==> src/tracker_binary_frame_deframer_macros.svh <==
// ----------------------------------------------------------------------------
// Tracker binary frame deframer: assertion macros
// Shared concurrent assertion forms, all reset-qualified on the active-low
// synchronous reset.
// ----------------------------------------------------------------------------
`ifndef TRACKER_BINARY_FRAME_DEFRAMER_MACROS_SVH
`define TRACKER_BINARY_FRAME_DEFRAMER_MACROS_SVH

// Consequent must hold in the same cycle as the antecedent.
`define TBFD_ASSERT_SAME(lbl, clk, rst_n, ante, cons) \
    lbl: assert property (@(posedge clk) disable iff (!rst_n) (ante) |-> (cons)) \
        else $error("tbfd assertion failed");

// Consequent must hold in the cycle after the antecedent.
`define TBFD_ASSERT_NEXT(lbl, clk, rst_n, ante, cons) \
    lbl: assert property (@(posedge clk) disable iff (!rst_n) (ante) |=> (cons)) \
        else $error("tbfd assertion failed");

`endif

==> src/tbfd_pkg.sv <==
// ----------------------------------------------------------------------------
// Tracker binary frame deframer package
// Frame geometry, sync constants and the decoded report type.
// ----------------------------------------------------------------------------
package tbfd_pkg;

    localparam int FRAME_LEN = 20;
    // Bytes held in the cell chain; the last frame byte comes straight from the input.
    localparam int CHAIN_LEN = FRAME_LEN - 1;
    localparam int COUNT_W   = $clog2(FRAME_LEN);

    localparam logic [7:0] SYNC_BIT    = 8'h80;
    localparam logic [7:0] LOW7        = 8'h7F;
    localparam logic [8:0] SENSOR_BASE = 9'h031;   // ASCII '1'

    localparam logic [COUNT_W-1:0] LAST_COUNT = COUNT_W'(CHAIN_LEN);

    typedef logic [7:0] t_byte;
    typedef t_byte t_frame [FRAME_LEN];

    typedef struct packed {
        logic signed [8:0]  sensor_index;
        logic signed [15:0] pos_x;
        logic signed [15:0] pos_y;
        logic signed [15:0] pos_z;
        logic signed [15:0] quat_w;
        logic signed [15:0] quat_x;
        logic signed [15:0] quat_y;
        logic signed [15:0] quat_z;
    } t_result;

endpackage

==> src/tbfd_cell.sv <==
// ----------------------------------------------------------------------------
// Frame byte cell
// One stage of the byte chain: takes its neighbour's byte on every shift.
// ----------------------------------------------------------------------------
module tbfd_cell (
    input  logic             i_clk,
    input  logic             i_shift,
    input  tbfd_pkg::t_byte  i_byte,
    output tbfd_pkg::t_byte  o_byte
);

    tbfd_pkg::t_byte r_byte;
    tbfd_pkg::t_byte n_byte;

    always_comb begin
        n_byte = i_shift ? i_byte : r_byte;
    end

    always_ff @(posedge i_clk) begin
        r_byte <= n_byte;
    end

    assign o_byte = r_byte;

endmodule

==> src/tbfd_unpack.sv <==
// ----------------------------------------------------------------------------
// Frame unpacker
// Restores the top bits of the three packed groups and forms the report.
// ----------------------------------------------------------------------------
module tbfd_unpack (
    input  tbfd_pkg::t_frame   i_frame,
    output tbfd_pkg::t_result  o_result
);

    tbfd_pkg::t_byte dec [17];

    // Each group ends in a packing byte whose bit i is the top bit of data byte i.
    always_comb begin
        dec[0] = i_frame[0] & tbfd_pkg::LOW7;
        for (int i = 1; i < 7; i++) begin
            dec[i] = i_frame[i] | {i_frame[7][i], 7'b0};
        end
        for (int i = 0; i < 7; i++) begin
            dec[7 + i] = i_frame[8 + i] | {i_frame[15][i], 7'b0};
        end
        for (int i = 0; i < 3; i++) begin
            dec[14 + i] = i_frame[16 + i] | {i_frame[19][i], 7'b0};
        end
        dec[0] = dec[0] | {i_frame[7][0], 7'b0};
    end

    always_comb begin
        o_result.sensor_index = $signed({1'b0, dec[1]} - tbfd_pkg::SENSOR_BASE);
        o_result.pos_x        = $signed({dec[4], dec[3]});
        o_result.pos_y        = $signed({dec[6], dec[5]});
        o_result.pos_z        = $signed({dec[8], dec[7]});
        o_result.quat_w       = $signed({dec[10], dec[9]});
        o_result.quat_x       = $signed({dec[12], dec[11]});
        o_result.quat_y       = $signed({dec[14], dec[13]});
        o_result.quat_z       = $signed({dec[16], dec[15]});
    end

endmodule

==> src/tracker_binary_frame_deframer.sv <==
// ----------------------------------------------------------------------------
// Tracker binary frame deframer
// Hunts for a sync byte, gathers a 20-byte frame in a chain of byte cells
// and emits one decoded sensor report per frame.
// ----------------------------------------------------------------------------
//  channel | valid      | stall      | payload
//  --------+------------+------------+-----------------------------------------
//  input   | i_rx_valid | o_rx_stall | i_rx_byte
//  output  | o_valid    | i_stall    | o_sensor_index, o_pos_*, o_quat_*
//
// One beat is taken per cycle while the input is not stalled; a report
// leaves in the cycle after the last frame byte, from a single output register.
// The input stalls only while that register is full and stalled and the
// waiting beat would complete a frame; every other beat is taken at once.
// Reset returns the block to hunting; the cell chain holds no reset value.
// ----------------------------------------------------------------------------
`include "tracker_binary_frame_deframer_macros.svh"

module tracker_binary_frame_deframer (
    input  logic               i_clk,
    input  logic               i_rst_n,
    input  logic               i_rx_valid,
    output logic               o_rx_stall,
    input  logic [7:0]         i_rx_byte,
    output logic               o_valid,
    input  logic               i_stall,
    output logic signed [8:0]  o_sensor_index,
    output logic signed [15:0] o_pos_x,
    output logic signed [15:0] o_pos_y,
    output logic signed [15:0] o_pos_z,
    output logic signed [15:0] o_quat_w,
    output logic signed [15:0] o_quat_x,
    output logic signed [15:0] o_quat_y,
    output logic signed [15:0] o_quat_z
);

    logic                              r_hunt;
    logic                              n_hunt;
    logic [tbfd_pkg::COUNT_W-1:0]      r_count;
    logic [tbfd_pkg::COUNT_W-1:0]      n_count;
    logic                              r_out_valid;
    logic                              n_out_valid;
    tbfd_pkg::t_result                 r_result;
    tbfd_pkg::t_result                 dec_result;

    logic            in_accept;
    logic            is_sync;
    logic            last_byte;
    logic            complete;
    logic            shift;
    tbfd_pkg::t_byte chain [tbfd_pkg::CHAIN_LEN];
    tbfd_pkg::t_frame frame;

    assign is_sync   = (i_rx_byte & tbfd_pkg::SYNC_BIT) != 8'h00;
    assign last_byte = !r_hunt && (r_count == tbfd_pkg::LAST_COUNT);
    assign o_rx_stall = r_out_valid && i_stall && last_byte;
    assign in_accept = i_rx_valid && !o_rx_stall;
    assign complete  = in_accept && last_byte;
    assign shift     = in_accept && (!r_hunt || is_sync);

    // Bytes enter at the top cell and move down one place per beat, so after
    // nineteen beats cell k holds frame byte k.
    genvar g;
    generate
        for (g = 0; g < tbfd_pkg::CHAIN_LEN; g++) begin : g_cell
            if (g == tbfd_pkg::CHAIN_LEN - 1) begin : g_top
                tbfd_cell u_cell (
                    .i_clk  (i_clk),
                    .i_shift(shift),
                    .i_byte (i_rx_byte),
                    .o_byte (chain[g])
                );
            end else begin : g_mid
                tbfd_cell u_cell (
                    .i_clk  (i_clk),
                    .i_shift(shift),
                    .i_byte (chain[g + 1]),
                    .o_byte (chain[g])
                );
            end
        end
    endgenerate

    always_comb begin
        for (int i = 0; i < tbfd_pkg::CHAIN_LEN; i++) begin
            frame[i] = chain[i];
        end
        frame[tbfd_pkg::CHAIN_LEN] = i_rx_byte;
    end

    tbfd_unpack u_unpack (
        .i_frame (frame),
        .o_result(dec_result)
    );

    always_comb begin
        n_hunt  = r_hunt;
        n_count = r_count;
        if (in_accept) begin
            if (r_hunt) begin
                if (is_sync) begin
                    n_hunt  = 1'b0;
                    n_count = tbfd_pkg::COUNT_W'(1);
                end
            end else if (last_byte) begin
                n_hunt  = 1'b1;
                n_count = '0;
            end else begin
                n_count = r_count + tbfd_pkg::COUNT_W'(1);
            end
        end
    end

    always_comb begin
        n_out_valid = r_out_valid && i_stall;
        if (complete) begin
            n_out_valid = 1'b1;
        end
    end

    always_ff @(posedge i_clk) begin
        if (!i_rst_n) begin
            r_hunt      <= 1'b1;
            r_count     <= '0;
            r_out_valid <= 1'b0;
        end else begin
            r_hunt      <= n_hunt;
            r_count     <= n_count;
            r_out_valid <= n_out_valid;
        end
    end

    always_ff @(posedge i_clk) begin
        if (complete) begin
            r_result <= dec_result;
        end
    end

    assign o_valid        = r_out_valid;
    assign o_sensor_index = r_result.sensor_index;
    assign o_pos_x        = r_result.pos_x;
    assign o_pos_y        = r_result.pos_y;
    assign o_pos_z        = r_result.pos_z;
    assign o_quat_w       = r_result.quat_w;
    assign o_quat_x       = r_result.quat_x;
    assign o_quat_y       = r_result.quat_y;
    assign o_quat_z       = r_result.quat_z;

    `TBFD_ASSERT_SAME(a_hunt_count_zero, i_clk, i_rst_n, r_hunt, r_count == '0)
    `TBFD_ASSERT_SAME(a_count_in_frame, i_clk, i_rst_n, !r_hunt,
        (r_count != '0) && (r_count <= tbfd_pkg::LAST_COUNT))
    `TBFD_ASSERT_NEXT(a_complete_emits, i_clk, i_rst_n, complete, o_valid && r_hunt)
    `TBFD_ASSERT_NEXT(a_drop_non_sync, i_clk, i_rst_n, in_accept && r_hunt && !is_sync,
        r_hunt)

endmodule

==> config.mk <==
export PLATFORM = sky130hd
export DESIGN_NAME = tracker_binary_frame_deframer
export DESIGN_NICKNAME = d
export VERILOG_FILES = /design/src/tbfd_pkg.sv /design/src/tbfd_cell.sv /design/src/tbfd_unpack.sv /design/src/tracker_binary_frame_deframer.sv
export VERILOG_INCLUDE_DIRS = /design/src /design/src/src
export SDC_FILE = /design/constraint.sdc
export NUM_CORES = 1
export LEC_CHECK = 0
export ABC_AREA = 1
export BUFFER_PORTS_ARGS = -buffer_cell sky130_fd_sc_hd__buf_2
export CORE_ASPECT_RATIO = 0.5
export CORE_MARGIN = 1
export CORE_UTILIZATION = 55
export CTS_CLUSTER_DIAMETER = 60
export DETAILED_ROUTE_END_ITERATION = 12
export GPL_TIMING_DRIVEN = 0
export PLACE_DENSITY = 0.74
export SYNTH_ARGS = -nofsm -noshare
export SYNTH_HDL_FRONTEND = slang
export SYNTH_SLANG_ARGS = --single-unit
export TNS_END_PERCENT = 50
==> constraint.sdc <==
create_clock -name i_clk -period 4.82 [get_ports i_clk]
set_input_delay 0.482 -clock i_clk [delete_from_list [all_inputs] [get_ports i_clk]]
set_output_delay 0.482 -clock i_clk [all_outputs]
set_load 0.01 [all_outputs]
==> qor.yml <==
p_clk_frac: 0.370
slew_headroom: 0.599
pwr-share-comb: 0.016
dp.final_hpwl_um: 7480
place_ws_ns: 2.48
powerDensity_nw_per_um2: 430
cp_data_required_time_ns: 4.99
wire_per_inst_um: 16.6
cts_tree: "yes"
crit_path_end_kind: "flip-flop"
utilization: 0.690
critPathCapture: "o_quat_w[6]$_DFFE_PP_"
critical_path.max_stage_delay_ns: 0.47
io_pins: 135
worstSetupPathType: "flip-flop to flip-flop"
timing.critical_path.buf_inv: 2
synth_fp_nets: 380
postCtsSetupBuffers: 0
slowest_stage: "inv_6"
hold_buffers: 0
row_count: 31
finalHoldViolations: 0
hold_class: "primary input to flip-flop"
synth-seq-cells: 272
synth_cell_types: 22
antenna_found_initial: 0
worst_pin_slew_ns: 0.602
vias: 3645
syn_area_um2: 8620
reg2reg_depth: 6
cp_data_arrival_time_ns: 2.49
rr_startpoint: "r_count[1]$_SDFFE_PN0P_"
yosysSeqAreaShare: 0.940
post_synth.cell_area_avg_um2: 23.5
first_pass_iters: 4
nFillCells: 926
syn2layout_area_growth_pct: 19.0
timing.rr.end: "o_quat_w[6]$_DFFE_PP_"
drv_cap: 0
core_um2: 14900
die_w_um: 179
layout_min_cycle_time_ns: 2.33
diodes: 0
dieArea_um2: 16200
wirelength_um: 12300
crit_path_start_kind: "flip-flop"
drive_gt1_frac: 0.352
switching_share: 0.191
final_cell_area_um2: 10300
fmax_ghz: 0.430
regArea_um2: 8100
setup_viol: 0
cp_top_family: "buffers and inverters"
grt_pass1_vias: 3629
grt_pass1_wl_um: 18800
clock_sinks: 272
port_buffers: 134
cts_buffer_depth: 3
vdd_drop_max_uv: 261
numCtsBuffers: 23
status: "finished, final reports clean"
first_iter_violations: 239
fin_ws_ns: 2.49
routabilityCongestion: 0.831
worstSetupPathDepth: 6
final_nets: 541
cts_root_buf: "clkbuf_16"
cp-startpoint: "r_count[1]$_SDFFE_PN0P_"
die_y_um: 90.5
rsz0062_at_grt: "no"
skew_ns: 0.0161
antenna_left: 0
fin_crit_sh: 0.483
slew_violations: 0
placed_area_um2: 9600
clock_latency_ns: 0.51
internal_power_w: 0.00357
multi_input_area_um2: 454
clk_pin_slew_ns: 0.07
p_sw_w: 0.000842
cpMostUsedCell: "nand3_1"
p_total_w: 0.00441
h-tree-depth: 1
cts_resized: 0
critPathMaxFanout: 61
crit_chain: "ha_1, nand3_1, nor2_1, nand3_1, inv_6, buf_16"
drc: 0
grt_usage: 0.154
pwr-share-seq: 0.614
reg2reg_setup_slack_ns: 2.49
p_leak_nw: 3.65
grt_overflow: 0
synth_warnings: 0
synth_cells: 366
viasPerCell: 4.92
grt_max_degree: 83
start_util: 0.580
[how the worst min path moves through the flow]
| stage | to | from | slack (ns) | depth (start not counted) |
|---|---|---|---|---|
| floorplan | g_cell[14].g_mid.u_cell.o_byte[7]$_DFFE_PP_ | g_cell[15].g_mid.u_cell.o_byte[7]$_DFFE_PP_ | 0.40 | 0 |
| global placement | g_cell[1].g_mid.u_cell.o_byte[1]$_DFFE_PP_ | g_cell[2].g_mid.u_cell.o_byte[1]$_DFFE_PP_ | 0.40 | 0 |
| detailed placement | g_cell[6].g_mid.u_cell.o_byte[2]$_DFFE_PP_ | g_cell[7].g_mid.u_cell.o_byte[2]$_DFFE_PP_ | 0.40 | 0 |
| CTS | g_cell[18].g_top.u_cell.o_byte[6]$_DFFE_PP_ | i_rx_byte[6] | 0.14 | 1 |
| global route | g_cell[18].g_top.u_cell.o_byte[6]$_DFFE_PP_ | i_rx_byte[6] | 0.13 | 1 |
| finish | g_cell[18].g_top.u_cell.o_byte[6]$_DFFE_PP_ | i_rx_byte[6] | 0.16 | 1 |
[area by class of cell]
type | count | area share
clock buffers | 27 | 0.0576
clock inverters | 14 | 0.00647
flip-flops and latches | 272 | 0.790
repair buffers | 136 | 0.0708
well taps | 198 | 0.0242
multi-input cells | 77 | 0.0443
inverters | 17 | 0.00720
[state kept, by name, summed over array words and instances, names as in the netlist]
signal	cells
r_count	5
o_sensor_index	9
r_hunt	1
o_pos_y	16
g_cell.g_mid.u_cell.o_byte	136
g_cell.g_top.u_cell.o_byte	8
o_valid	1
o_pos_z	16
o_quat_x	16
o_quat_w	16
o_quat_y	16
o_pos_x	16
o_quat_z	16
[cells in the final DEF (no fill, tap or decap), types with 4 or more instances in the layout]
cell type	instances
nand3_1	7
nor2_1	12
nand2_1	16
clkbuf_1	4
clkinv_2	4
xor2_1	5
dfxtp_1	7
clkbuf_16	23
buf_2	134
edfxtp_1	265
a21oi_1	5
clkinv_1	8
inv_1	14
or2_2	14
[cells by family after synthesis]
logic type | synth area share
flops | 0.940
xor+xnor | 0.00610
fa+ha+maj | 0.00290
buf+inv | 0.00741
compound gates | 0.00537
simple gates | 0.0383
[per-layer routing]
metal | track usage | vias up | routed length (um)
li1 | - | 1727 | -
met1 | 0.187 | 1771 | 5000
met2 | 0.265 | 127 | 6120
met3 | 0.0518 | 20 | 976
met4 | 0.0360 | 0 | 210
met5 | 0 | - | 0
[worst register-to-register path: stages, from the launching register on]
cell and delay [ns]:
dfxtp_1 0.37, ha_1 0.24, nand3_1 0.14, nor2_1 0.15, nand3_1 0.20, inv_6 0.47, buf_16 0.34
[stage by stage]
stage | setup TNS, ns | hold WS [ns] | cells
finish | 0 | 0.157 | 741
global route | 0 | 0.127 | 741
floorplan | 0 | 0.400 | 366
global placement | -112.70 | 0.401 | 698
detailed placement | 0 | 0.405 | 700
CTS | 0 | 0.136 | 741
[power by group through the flow]
stage	clock [W]	combinational (W)	sequential [W]
after global routing	0.00178	0.0000772	0.00272
final	0.00164	0.0000698	0.00271
after CTS	0.00169	0.0000712	0.00271
after detailed placement	0	0.0000713	0.00276
after global placement	0	0.0000639	0.00277
after floorplan	0	0.0000458	0.00276
[cell usage after synthesis (all sizes together)]
cell,number,area share
ha,2,0.0029
xor2,5,0.0051
o21ai,1,0.00058
edfxtp,265,0.92
a21o,1,0.00087
nand3,9,0.0081
nor2,14,0.0067
dfxtp,7,0.016
xnor2,1,0.0010
or2,15,0.011
nand4,3,0.0022
nor3,2,0.0017
nand2,18,0.0084
inv,17,0.0074
a21oi,6,0.0039
(Power assumes the default switching activity.)
